===== src/rtl/ncs_pkg.sv =====
package ncs_pkg;

   localparam int MaxNesting = 16;
   localparam int LevelWidth = $clog2(MaxNesting + 1);
   localparam int NestOutWidth = 5;

   typedef enum logic [2:0] {
      OP_IF    = 3'd0,
      OP_ELIF  = 3'd1,
      OP_ELSE  = 3'd2,
      OP_ENDIF = 3'd3,
      OP_QUERY = 3'd4
   } op_type;

   typedef enum logic [1:0] {
      ST_OK       = 2'd0,
      ST_EXPR_ERR = 2'd1,
      ST_NO_IF    = 2'd2,
      ST_OVERFLOW = 2'd3
   } status_type;

   typedef enum logic [1:0] {
      ANS_NONE  = 2'd0,
      ANS_RUN   = 2'd1,
      ANS_CHECK = 2'd2
   } answer_type;

   localparam logic [1:0] CondFalse = 2'd0;
   localparam logic [1:0] CondTrue  = 2'd1;

   // Bit 0 is the error flag, bit 3 the in-else flag.
   typedef struct packed {
      logic in_else;
      logic go;
      logic noop;
      logic err;
   } entry_type;

   typedef struct packed {
      logic push;
      logic pop;
      logic load;
   } cell_ctl_type;

   typedef struct packed {
      status_type st;
      entry_type  ent;
   } branch_type;

   function automatic logic entry_skips(input entry_type e);
      entry_skips = e.noop || !e.go;
   endfunction

   function automatic branch_type eval_branch(input logic skip_now, input logic [1:0] cond);
      branch_type r;
      r.st = ST_OK;
      r.ent = '{in_else: 1'b0, go: 1'b1, noop: skip_now, err: 1'b0};
      if (!skip_now) begin
         if (cond == CondFalse) begin
            r.ent.go = 1'b0;
         end else if (cond != CondTrue) begin
            r.ent.err = 1'b1;
            r.ent.noop = 1'b1;
            r.st = ST_EXPR_ERR;
         end
      end
      eval_branch = r;
   endfunction

endpackage


===== src/rtl/ncs_cell.sv =====
module ncs_cell (
   input  logic                 clock,
   input  ncs_pkg::cell_ctl_type ctl,
   input  ncs_pkg::entry_type    above,
   input  ncs_pkg::entry_type    below,
   output ncs_pkg::entry_type    entry
);

   ncs_pkg::entry_type entry_ff;
   ncs_pkg::entry_type entry_in;

   always_comb begin
      entry_in = entry_ff;
      if (ctl.push || ctl.load) begin
         entry_in = above;
      end else if (ctl.pop) begin
         entry_in = below;
      end
   end

   always_ff @(posedge clock) begin
      entry_ff <= entry_in;
   end

   assign entry = entry_ff;

endmodule


===== src/rtl/nested_conditional_stack_top.sv =====
// A result item is registered and appears in the cycle after its request item is accepted.
// Throughput: one item per cycle while the result side keeps up; the output
// register lets a new item enter in the same cycle the previous result leaves.
// The stack is a row of cells that shift down on if and up on endif.
// Reset empties the stack and drops any pending result; cell contents are not cleared.
module nested_conditional_stack_top (
   input  logic        clock,
   input  logic        reset,
   input  logic        req_tvalid,
   output logic        req_tready,
   // operation[2:0], cond_result[4:3], next_is_branch[5], zero[7:6]
   input  logic [7:0]  req_tdata,
   output logic        rsp_tvalid,
   input  logic        rsp_tready,
   // status[1:0], query_answer[3:2], nesting_level[8:4], zero[15:9]
   output logic [15:0] rsp_tdata
);

   localparam int Depth = ncs_pkg::MaxNesting;
   localparam int LW = ncs_pkg::LevelWidth;
   localparam int NW = ncs_pkg::NestOutWidth;

   ncs_pkg::op_type      op;
   logic [1:0]           cond;
   logic                 branch;
   logic                 accept;

   logic [LW-1:0]        level_ff;
   logic [LW-1:0]        level_in;
   logic                 rsp_valid_ff;
   logic                 rsp_valid_in;
   logic [15:0]          rsp_data_ff;
   logic [15:0]          rsp_data_in;

   ncs_pkg::entry_type   cell_q [Depth];
   ncs_pkg::entry_type   top;
   ncs_pkg::entry_type   second;
   ncs_pkg::entry_type   new_entry;
   ncs_pkg::branch_type  ev;
   ncs_pkg::status_type  status;
   ncs_pkg::answer_type  answer;
   logic                 push;
   logic                 pop;
   logic                 load;
   logic                 empty;
   logic                 full;
   logic                 toggle;
   logic [NW-1:0]        level_out;

   assign op     = ncs_pkg::op_type'(req_tdata[2:0]);
   assign cond   = req_tdata[4:3];
   assign branch = req_tdata[5];

   assign req_tready = !rsp_valid_ff || rsp_tready;
   assign accept     = req_tvalid && req_tready;

   assign top    = cell_q[0];
   assign second = cell_q[1];
   assign empty  = (level_ff == '0);
   assign full   = (level_ff == LW'(Depth));

   always_comb begin
      push      = 1'b0;
      pop       = 1'b0;
      load      = 1'b0;
      new_entry = top;
      status    = ncs_pkg::ST_OK;
      answer    = ncs_pkg::ANS_NONE;
      toggle    = 1'b0;
      ev        = ncs_pkg::eval_branch(!empty && ncs_pkg::entry_skips(top), cond);
      case (op)
         ncs_pkg::OP_IF: begin
            if (full) begin
               status = ncs_pkg::ST_OVERFLOW;
            end else begin
               new_entry = ev.ent;
               status    = ev.st;
               push      = 1'b1;
            end
         end
         ncs_pkg::OP_ELIF: begin
            ev = ncs_pkg::eval_branch(top.noop || top.go, cond);
            if (empty || top.in_else) begin
               status = ncs_pkg::ST_NO_IF;
            end else if (!top.err) begin
               new_entry = ev.ent;
               status    = ev.st;
               load      = 1'b1;
            end
         end
         ncs_pkg::OP_ELSE: begin
            if (empty || top.in_else) begin
               status = ncs_pkg::ST_NO_IF;
            end else begin
               new_entry.go      = !top.go;
               new_entry.in_else = 1'b1;
               load              = 1'b1;
            end
         end
         ncs_pkg::OP_ENDIF: begin
            if (empty) begin
               status = ncs_pkg::ST_NO_IF;
            end else begin
               pop = 1'b1;
            end
         end
         ncs_pkg::OP_QUERY: begin
            if (!empty) begin
               if (ncs_pkg::entry_skips(top)) begin
                  toggle = branch && !(level_ff >= LW'(2) && ncs_pkg::entry_skips(second));
                  answer = toggle ? ncs_pkg::ANS_NONE : ncs_pkg::ANS_CHECK;
               end else begin
                  answer = branch ? ncs_pkg::ANS_CHECK : ncs_pkg::ANS_RUN;
               end
            end
         end
         default: begin
         end
      endcase
   end

   genvar i;
   generate
      for (i = 0; i < Depth; i++) begin : g_cell
         ncs_pkg::cell_ctl_type ctl;
         ncs_pkg::entry_type    above;
         ncs_pkg::entry_type    below;
         if (i == 0) begin : g_head
            assign above = new_entry;
            assign ctl   = '{push: accept && push, pop: accept && pop,
                             load: accept && load};
         end else begin : g_body
            assign above = cell_q[i-1];
            assign ctl   = '{push: accept && push, pop: accept && pop, load: 1'b0};
         end
         if (i == Depth - 1) begin : g_tail
            assign below = '0;
         end else begin : g_link
            assign below = cell_q[i+1];
         end
         ncs_cell u_cell (
            .clock (clock),
            .ctl   (ctl),
            .above (above),
            .below (below),
            .entry (cell_q[i])
         );
      end
   endgenerate

   always_comb begin
      level_in = level_ff;
      if (accept && push) begin
         level_in = level_ff + LW'(1);
      end else if (accept && pop) begin
         level_in = level_ff - LW'(1);
      end
   end

   assign level_out = NW'(level_in);

   always_comb begin
      rsp_valid_in = rsp_valid_ff;
      rsp_data_in  = rsp_data_ff;
      if (accept) begin
         rsp_valid_in = 1'b1;
         rsp_data_in  = {7'd0, level_out, answer, status};
      end else if (rsp_tready) begin
         rsp_valid_in = 1'b0;
      end
   end

   always_ff @(posedge clock) begin
      if (reset) begin
         level_ff     <= '0;
         rsp_valid_ff <= 1'b0;
      end else begin
         level_ff     <= level_in;
         rsp_valid_ff <= rsp_valid_in;
      end
   end

   always_ff @(posedge clock) begin
      rsp_data_ff <= rsp_data_in;
   end

   assign rsp_tvalid = rsp_valid_ff;
   assign rsp_tdata  = rsp_data_ff;

   a_level_bound: assert property (@(posedge clock) disable iff (reset)
      level_ff <= LW'(Depth))
      else $error("stack level above capacity");

   a_push_grows: assert property (@(posedge clock) disable iff (reset)
      accept && op == ncs_pkg::OP_IF && !full |=> level_ff == $past(level_ff) + LW'(1))
      else $error("if did not push");

   a_query_holds: assert property (@(posedge clock) disable iff (reset)
      accept && op == ncs_pkg::OP_QUERY |=> $stable(level_ff) && rsp_tdata[1:0] == 2'd0)
      else $error("query changed the stack or reported a status");

   a_overflow_full: assert property (@(posedge clock) disable iff (reset)
      rsp_tvalid && rsp_tdata[1:0] == ncs_pkg::ST_OVERFLOW |-> level_ff == LW'(Depth))
      else $error("overflow reported on a stack that is not full");

endmodule

===== config.mk =====
export PLATFORM = sky130hd
export DESIGN_NAME = nested_conditional_stack_top
export DESIGN_NICKNAME = d
export VERILOG_FILES = /design/src/rtl/ncs_pkg.sv /design/src/rtl/ncs_cell.sv /design/src/rtl/nested_conditional_stack_top.sv
export SDC_FILE = /design/constraint.sdc
export NUM_CORES = 1
export LEC_CHECK = 0
export ABC_AREA = 1
export BUFFER_PORTS_ARGS = -buffer_cell sky130_fd_sc_hd__clkbuf_2
export CAP_MARGIN = 20
export CELL_PAD_IN_SITES_DETAIL_PLACEMENT = 0
export CELL_PAD_IN_SITES_GLOBAL_PLACEMENT = 1
export CORE_ASPECT_RATIO = 0.6
export CORE_UTILIZATION = 42
export DETAILED_ROUTE_END_ITERATION = 8
export GPL_TIMING_DRIVEN = 0
export PLACE_DENSITY_LB_ADDON = 0.2
export SYNTH_ARGS = -nofsm -noshare
export SYNTH_HDL_FRONTEND = slang
export SYNTH_SLANG_ARGS = --single-unit

===== constraint.sdc =====
create_clock -name clock -period 2.3 [get_ports clock]
set_input_delay 0.46 -clock clock [delete_from_list [all_inputs] [get_ports clock]]
set_output_delay 0.46 -clock clock [all_outputs]
set_load 0.02 [all_outputs]

==> impl_metrics.ini, run 1 <==
[clocking]
htreeDepth = 3
cts.sinks = 79
cts_tree = yes
clock_path_buffers = 2
clockRootBuffer = clkbuf_16
postCtsSetupRepairBufs = 0
worstSkewPairLatency_ns = 0.33
clkSlewWorstSetupHoldPaths_ns = 0.05
numCtsBuffers = 9
ctsHoldBuffers = 0

[placement]
dp_slack_ns = -0.216
gp_congestion = 0.786
port_buffers = 20
hpwlAfterDp_mm = 5.41

[status]
status = complete, no violations

[sta]
hold_violations = 0
final.setup_skew_ns = 0.00375
slew-limit-headroom_pct = 65.2
finalWorstSetupSlack_ns = 0.265
report.final.slew_viol_count = 0
worstMarginPinSlew_ns = 0.522
layout_min_cycle_time_ns = 2.03
post-route-period-util_pct = 88.5
max_freq_ghz = 0.491
setup_viol = 0
rsz0062_at_grt = no

[logic_synthesis]
ys_types = 32
synthFlopType = edfxtp_1
syn_area_um2 = 3790
synth_edf_count = 73
ys_ff_latch = 79
syn_inst = 386
async_flop_share_pct = 0
yosys_warnings = 0
avgSynthCellArea_um2 = 9.82
seq_area_frac_synth_pct = 61.0

[floorplanning]
rows = 26
chipHeight_um = 75.6
ios = 30
die-area_um2 = 9420
start_util_pct = 44.0
core_um2 = 8620
die_x_um = 125

[worst_setup_path]
cp_max_fo = 31
required_ns = 2.38
crit_path_frequent_cell = inv_1
cpMaxStageDelayCell = dfxtp_1
criticalPathCategory = reg -> reg
crit_buf_inv = 2
critPathArrivalTime_ns = 2.12
cp-end-kind = flop
critPathTopFamily = simple AND/OR/NAND/NOR gates
max_stage_delay_ns = 0.32
crit_path_start_kind = flop
cp_cell_sequence = inv_1, ha_1, nand3_2, nand2_1, nand2_8, nor2_1, inv_1
r2r_slack_ns = 0.27

[global_routing]
grt_pass1_wl_mm = 12.7
antenna_found_initial = 0
overflow = 0
gr-usage-all-layers_pct = 18.2
grt_max_degree = 63
grt_pass1_vias = 2424

[finish]
syn2layout_area_growth_pct = 14.1
n_antenna_cell = 0
fin_util_pct = 50.2
final_cell_mix = nand2_1, edfxtp_1, inv_1
n_fill_cell = 832
nNetsFinal = 440
drive_gt1_share_pct = 15.2
final_common_cell = nand2_1

[routing]
routed_wl_mm = 7.93
avgRoutedWirePerCell_um = 14.7
drtIter0Drc = 238
drc = 0
viasPerCell = 4.90
first_pass_iters = 5
postRouteAntennaNets = 0
vias = 2642

[pwr]
total_power_mw = 3.04
p_per_area_nw_per_um2 = 702
p_leak_nw = 1.89
ir_drop_uv = 378

[min_path]
hold_path.class = in -> reg

[job]
maxCapViolCount = 0
[per-layer routing]
| metal | routed length, um | track usage (%) |
|---|---|---|
| met4 | 53 | 5.62 |
| met2 | 3120 | 24.9 |
| met1 | 4340 | 27.6 |
| met5 | 0 | 0 |
| met3 | 417 | 5.41 |
[stage by stage]
stage / instances / TNS [ns] / area [um2] / hold WS (ns)
2_1_floorplan: 392 / 0 / 3820 / 0.494
3_3_place_gp: 524 / -0.958 / 4060 / 0.499
3_5_place_dp: 524 / -0.884 / 4060 / 0.509
4_1_cts: 538 / 0 / 4310 / 0.404
5_1_grt: 539 / 0 / 4330 / 0.409
6_report: 539 / 0 / 4330 / 0.409
[state kept, by name, summed over array words and instances (netlist names)]
register             flops
rsp_tdata                9
g_cell.u_cell.entry     64
level_ff                 5
rsp_tvalid               1
[synth_stat cells (3+ instances only)]
cell type | number | area [um2]
o21ai_0 | 37 | 185
buf_6 | 3 | 33.8
nor2_1 | 9 | 33.8
nand3_1 | 13 | 65.1
nand2_1 | 139 | 522
ha_1 | 4 | 50.1
nand2_2 | 4 | 25.0
dfxtp_1 | 6 | 120
nor2_4 | 4 | 45.0
nor3_1 | 6 | 30.0
o21ai_1 | 3 | 15.0
buf_4 | 11 | 82.6
inv_1 | 42 | 158
buf_2 | 4 | 20.0
edfxtp_1 | 73 | 2190
a21oi_1 | 8 | 40.0
[area by class of cell]
class | instances | area (um2) | area share, %
flip-flops and latches | 79 | 2310 | 53.5
multi-input cells | 250 | 1200 | 27.9
clock buffers | 12 | 236 | 5.47
inverters | 44 | 168 | 3.88
plain buffers | 20 | 154 | 3.56
well taps | 112 | 140 | 3.24
repair buffers | 20 | 100 | 2.31
clock inverters | 2 | 10.0 | 0.231
[cells by family after synthesis]
kind of cell | Yosys count | share of synthesized area (%)
AOI/OAI and AO/OA | 56 | 7.85
xor gates and xnor gates | 2 | 0.462
adders and majority gates | 4 | 1.32
buffers and inverters | 64 | 8.48
DFF | 79 | 61.0
other | 1 | 0.0989
and+or+nand+nor | 180 | 20.8
[power by group]
group          leakage (nW)  internal, mW  switching [mW]
registers             0.723          1.61          0.0144
logic                  1.04        0.0643           0.140
clock network         0.122         0.715           0.499
[timing repair]
item,in CTS,in global routing
cloned,0,1
pin swaps,0,1
endpoints found under the setup margin,4,2
gates resized for setup,1,0
[path summary, 6_finish.rpt]
check                           cells past startpoint                        from                          to
worst max-delay path                                7                 level_ff[0]   g_cell[0].u_cell.entry[2]
worst min-delay path                                2                       reset                 level_ff[2]
worst max register to register                      7                 level_ff[0]   g_cell[0].u_cell.entry[2]
worst min register to register                      2  g_cell[15].u_cell.entry[0]  g_cell[14].u_cell.entry[0]
No activity file was read; power rests on OpenSTA's default activity.
==> run 2, diff against run 1 <==
- SYNTH_HIERARCHICAL: not set -> 1
==> run 2 against run 1 <==
  * Final cell count grew 33%
  * Register-to-register slack worse by 0.11 ns
  * Via count is 21% higher
  * Clock skew about the same
  * Critical endpoint is now g_cell[5].u_cell/entry[1]
  * Largest cell class unchanged
==> impl_metrics.ini, run 2 <==
[routing]
viasPerCell = 4.47
drc = 0
drtIter0Drc = 294
routed_wl_mm = 8.95
avgRoutedWirePerCell_um = 12.5
postRouteAntennaNets = 0
vias = 3195
first_pass_iters = 5

[logic_synthesis]
async_flop_share_pct = 0
syn_area_um2 = 4100
avgSynthCellArea_um2 = 8.84
ys_ff_latch = 79
seq_area_frac_synth_pct = 56.5
yosysTopAreaCell = edfxtp_1
syn_inst = 463
ys_types = 29
synth_edf_count = 73
yosys.cell_count.top_type = nand2_1
synth_top_cell_area_share_pct = 53.5
yosys-top-cells-area = edfxtp_1, nand2_1, o21ai_0
yosys_warnings = 6
synthFlopType = edfxtp_1
yosys-top-cells-count = nand2_1, edfxtp_1, o21ai_0

[sta]
hold_violations = 0
layout_min_cycle_time_ns = 2.14
setup_viol = 0
post-route-period-util_pct = 93.1
finalWorstSetupSlack_ns = 0.158
report.final.slew_viol_count = 0
rsz0062_at_grt = yes
final.setup_skew_ns = 0.00363
max_freq_ghz = 0.467

[worst_setup_path]
critPathArrivalTime_ns = 2.20
cp-end-kind = flop
criticalPathCategory = reg -> reg
crit_path_start_kind = flop
required_ns = 2.36
cp_max_fo = 42

[floorplanning]
chipHeight_um = 78.5
die_x_um = 129
rows = 27
start_util_pct = 43.9
core_um2 = 9320
ios = 30
die-area_um2 = 10200

[finish]
final_common_cell = nand2_1
drive_gt1_share_pct = 12.8
n_antenna_cell = 0
final_cell_mix = nand2_1, conb_1, edfxtp_1
fin_util_pct = 53.7
nNetsFinal = 596
syn2layout_area_growth_pct = 22.2
n_fill_cell = 895
largest_reg_flops = 64

[status]
status = complete, no violations

[pwr]
total_power_mw = 3.52
pwr-share-comb_pct = 10.0
p_int_mw = 2.68
p_leak_nw = 2.34
netSwitchingFraction_pct = 24.0
ir_drop_uv = 376
p_per_area_nw_per_um2 = 705
switchingPower_uw = 845
pwr-share-clk_pct = 38.6
pwr-share-seq_pct = 51.4

[placement]
hpwlAfterDp_mm = 6.50
gp_congestion = 0.836
port_buffers = 20
dp_slack_ns = -0.431

[clocking]
postCtsSetupRepairBufs = 0
worstSkewPairLatency_ns = 0.33
cts_tree = yes
clkSlewWorstSetupHoldPaths_ns = 0.06
ctsHoldBuffers = 0
htreeDepth = 3
clockRootBuffer = clkbuf_16
cts.sinks = 79
numCtsBuffers = 9
clock_path_buffers = 2

[global_routing]
gr-usage-all-layers_pct = 19.1
grt_max_degree = 85
grt_pass1_wl_mm = 14.1
antenna_found_initial = 0
grt_pass1_vias = 2702
overflow = 0

[min_path]
hold_path.class = in -> reg

[job]
maxCapViolCount = 0
==> run 2: cell types whose count changed after synthesis, sizes merged, moves of 3 or more <==
cell / before / now
nand2: 144 / 197
buf: 18 / 8
o21ai: 40 / 69
nor3: 6 / 1
nor2: 13 / 24
inv: 44 / 38
nand3: 15 / 19
xor2: 2 / 5
==> run 2: cells by family (layout without fill, tap and decap cells) <==
group | Yosys count | after routing | synth area share [%]
compound gates | 82 | 82 | 10.4
xor+xnor | 5 | 5 | 1.07
fa+ha+maj | 4 | 4 | 1.22
buf+inv | 48 | 85 | 5.22
flops | 79 | 79 | 56.5
other cells | 1 | 86 | 0.0916
simple gates | 244 | 244 | 25.6
==> run 2: final timing paths <==
path	end	slack, ns	depth (start not counted)	from
setup / recovery	g_cell[5].u_cell/entry[1]	0.16	7	level_ff[0]
hold / removal	rsp_tvalid	0.40	2	reset
setup reg to reg	g_cell[5].u_cell/entry[1]	0.16	7	level_ff[0]
hold reg to reg	rsp_tvalid	0.50	2	rsp_tvalid
==> run 2: metrics by stage <==
| step | std cells | cell area [um2] | setup TNS [ns] | hold slack [ns] |
|---|---|---|---|---|
| after global placement | 698 | 4680 | -42.24 | 0.481 |
| after detailed placement | 698 | 4680 | -46.34 | 0.497 |
| after floorplan | 548 | 4420 | 0 | 0.495 |
| after CTS | 714 | 4970 | 0 | 0.378 |
| final | 715 | 5000 | 0 | 0.396 |
| after global routing | 715 | 5000 | -0.0291 | 0.401 |
==> run 2: power by group through the flow <==
stage	clock (mW)	sequential, mW	combinational, mW
after floorplan	0	1.81	0.250
after global placement	0	1.84	0.334
after detailed placement	0	1.84	0.342
after CTS	1.40	1.81	0.345
after global routing	1.45	1.82	0.408
final	1.36	1.81	0.353
==> run 2: critical path, stage by stage (launching register included) <==
cell,delay [ns]
dfxtp_1,0.32
inv_1,0.19
ha_1,0.27
nand3_2,0.18
nand3_4,0.25
clkinv_8,0.22
nor2_2,0.25
nand2_1,0.17
==> run 2: layout make-up <==
class / instances / area [um2] / share of cell area (%)
flip-flops and latches: 79 / 2310 / 46.2
multi-input cells: 421 / 1910 / 38.1
clock buffers: 11 / 233 / 4.65
inverters: 40 / 168 / 3.35
well taps: 130 / 163 / 3.25
repair buffers: 20 / 100 / 2.00
plain buffers: 8 / 63.8 / 1.28
clock inverters: 5 / 48.8 / 0.975
repair inverters: 1 / 8.76 / 0.175
==> run 2: layer usage <==
metal | part of all wire (%) | wire [um] | track usage, % | up-vias
met4 | 1.3 | 112 | 6.28 | 0
met2 | 35 | 3110 | 22.9 | 72
met3 | 6.2 | 554 | 4.91 | 12
li1 | - | - | - | 1692
met1 | 58 | 5180 | 31.6 | 1419
met5 | 0 | 0 | 0 | -
==> run 2: timing repair <==
item                                    4_1_cts  5_1_grt
gates resized for setup                       4        4
cloned                                        0        1
endpoints found under the setup margin      128      124
pin swaps                                     0        0
==> run 3, diff against run 2 <==
- CTS_CLUSTER_SIZE: not set -> 25
- PLACE_DENSITY: not set -> 0.73
- PLACE_DENSITY_LB_ADDON: 0.2 -> not set
- RECOVER_POWER: not set -> 25
==> run 3 against run 2 <==
  * Die area unchanged
  * Critical path type unchanged
  * Via count up 0.85%
  * Final cell count unchanged
  * Utilization down 0.51 points
  * Flip-flop and latch count unchanged
==> impl_metrics.ini, run 3 (synthesis gave the netlist of run 2 again) <==
[status]
status = complete, no violations

[clocking]
cts_tree = yes
cts.sinks = 79
clock_path_buffers = 2
ctsHoldBuffers = 0
clockRootBuffer = clkbuf_16
clkSlewWorstSetupHoldPaths_ns = 0.06
numCtsBuffers = 9
htreeDepth = 3
postCtsSetupRepairBufs = 0
worstSkewPairLatency_ns = 0.34

[routing]
drc = 0
first_pass_iters = 6
postRouteAntennaNets = 0
routed_wl_mm = 9.50
avgRoutedWirePerCell_um = 13.3
viasPerCell = 4.51
vias = 3222
drtIter0Drc = 322

[sta]
rsz0062_at_grt = yes
hold_violations = 0
fin_setup_tns_ns = 0
layout_min_cycle_time_ns = 2.18
post-route-period-util_pct = 94.7
report.final.slew_viol_count = 0
max_freq_ghz = 0.459
setup_viol = 0
final.setup_skew_ns = 0.00417

[global_routing]
antenna_found_initial = 0
overflow = 0
grt_max_degree = 85
gr-usage-all-layers_pct = 20.4
grt_pass1_wl_mm = 14.9
grt_pass1_vias = 2869

[worst_setup_path]
r2r_slack_ns = 0.12
rr_endpoint = g_cell[0].u_cell/entry[0]
cp_max_fo = 10
cp-startpoint = level_ff[1]
r2r_cells = 7
critPathArrivalTime_ns = 2.21
cp-end-kind = flop
criticalPathCategory = reg -> reg
required_ns = 2.33
crit_path_start_kind = flop
r2r_start = level_ff[1]
timing.critical_path.to = g_cell[0].u_cell/entry[0]

[pwr]
netSwitchingFraction_pct = 24.9
p_leak_nw = 2.29
pwr-share-comb_pct = 10.3
total_power_mw = 3.41
ir_drop_uv = 403
pwr-share-clk_pct = 36.6
p_per_area_nw_per_um2 = 689
pwr-share-seq_pct = 53.1
p_int_mw = 2.56
switchingPower_uw = 850

[finish]
syn2layout_area_growth_pct = 21.0
n_fill_cell = 924
final_cell_mix = nand2_1, conb_1, edfxtp_1
nNetsFinal = 596
multiInputGateArea_um2 = 1900
drive_gt1_share_pct = 10.4
fin_util_pct = 53.1
final_common_cell = nand2_1
ff_latch_area_um2 = 2310
largest_reg_flops = 64
n_antenna_cell = 0

[min_path]
hold_start = reset
hold_path.class = in -> reg

[floorplanning]
rows = 27
die_x_um = 129
core_um2 = 9320
die-area_um2 = 10200
start_util_pct = 43.9
ios = 30
chipHeight_um = 78.5

[placement]
port_buffers = 20
gp_congestion = 0.796
hpwlAfterDp_mm = 6.95

[job]
maxCapViolCount = 0
-- run 3: cell types whose count changed in the layout (fill, tap and decap cells not counted), sizes merged --
cell      delta
bufinv       -1
clkinvlp     +1
-- run 3: how the worst min path moves through the flow --
| stage | cells past startpoint | slack, ns | end |
|---|---|---|---|
| after floorplan | 2 | 0.49 | g_cell[14].u_cell/entry[0] |
| after CTS | 2 | 0.38 | level_ff[3] |
| after detailed placement | 2 | 0.50 | rsp_tvalid |
| after global routing | 2 | 0.40 | level_ff[3] |
| final | 2 | 0.40 | level_ff[3] |
| after global placement | 2 | 0.48 | rsp_tvalid |
-- run 3: metal layers --
layer	share of wire, %	track usage (%)	vias to the layer above
met5	0	0	-
met4	0.68	5.58	0
met3	6.1	6.13	6
met2	37	24.2	79
met1	56	33.7	1443
li1	-	-	1694
-- run 3: critical path, cell delays in order, from the launching register on --
cell	delay, ns
dfxtp_1	0.46
inv_1	0.12
ha_1	0.26
nand3_4	0.18
nand2_1	0.16
a211oi_2	0.36
nor2_2	0.13
nand2_1	0.20
-- run 3: final cells by class --
type	count	share of cell area, %
timing repair buffer	20	1.74
buffer	8	1.29
sequential	79	46.7
tap	130	3.28
clock buffer	11	4.70
clock inverter	5	0.505
multi-input combinational	421	38.3
inverter	40	3.38
timing repair inverter	1	0.177
-- run 3: power by group through the flow --
stage	Combinational (mW)	Sequential, mW	Clock, mW
after detailed placement	0.349	1.84	0
final	0.352	1.81	1.25
after global routing	0.408	1.83	1.34
after floorplan	0.250	1.81	0
after CTS	0.351	1.81	1.29
after global placement	0.337	1.84	0
-- run 3: metrics by stage --
| step | instance area [um2] | setup WS (ns) | hold slack (ns) | std cells |
|---|---|---|---|---|
| after floorplan | 4420 | 0.165 | 0.495 | 548 |
| after global placement | 4680 | -0.391 | 0.483 | 698 |
| after detailed placement | 4680 | -0.496 | 0.503 | 698 |
| after CTS | 4950 | 0.0277 | 0.377 | 714 |
| after global routing | 4950 | -0.0556 | 0.402 | 715 |
| final | 4950 | 0.121 | 0.396 | 715 |
-- run 3: repair_timing --
item,in CTS,in global routing
resized for setup,4,3
endpoints found under the setup margin,128,124
gates cloned,0,1
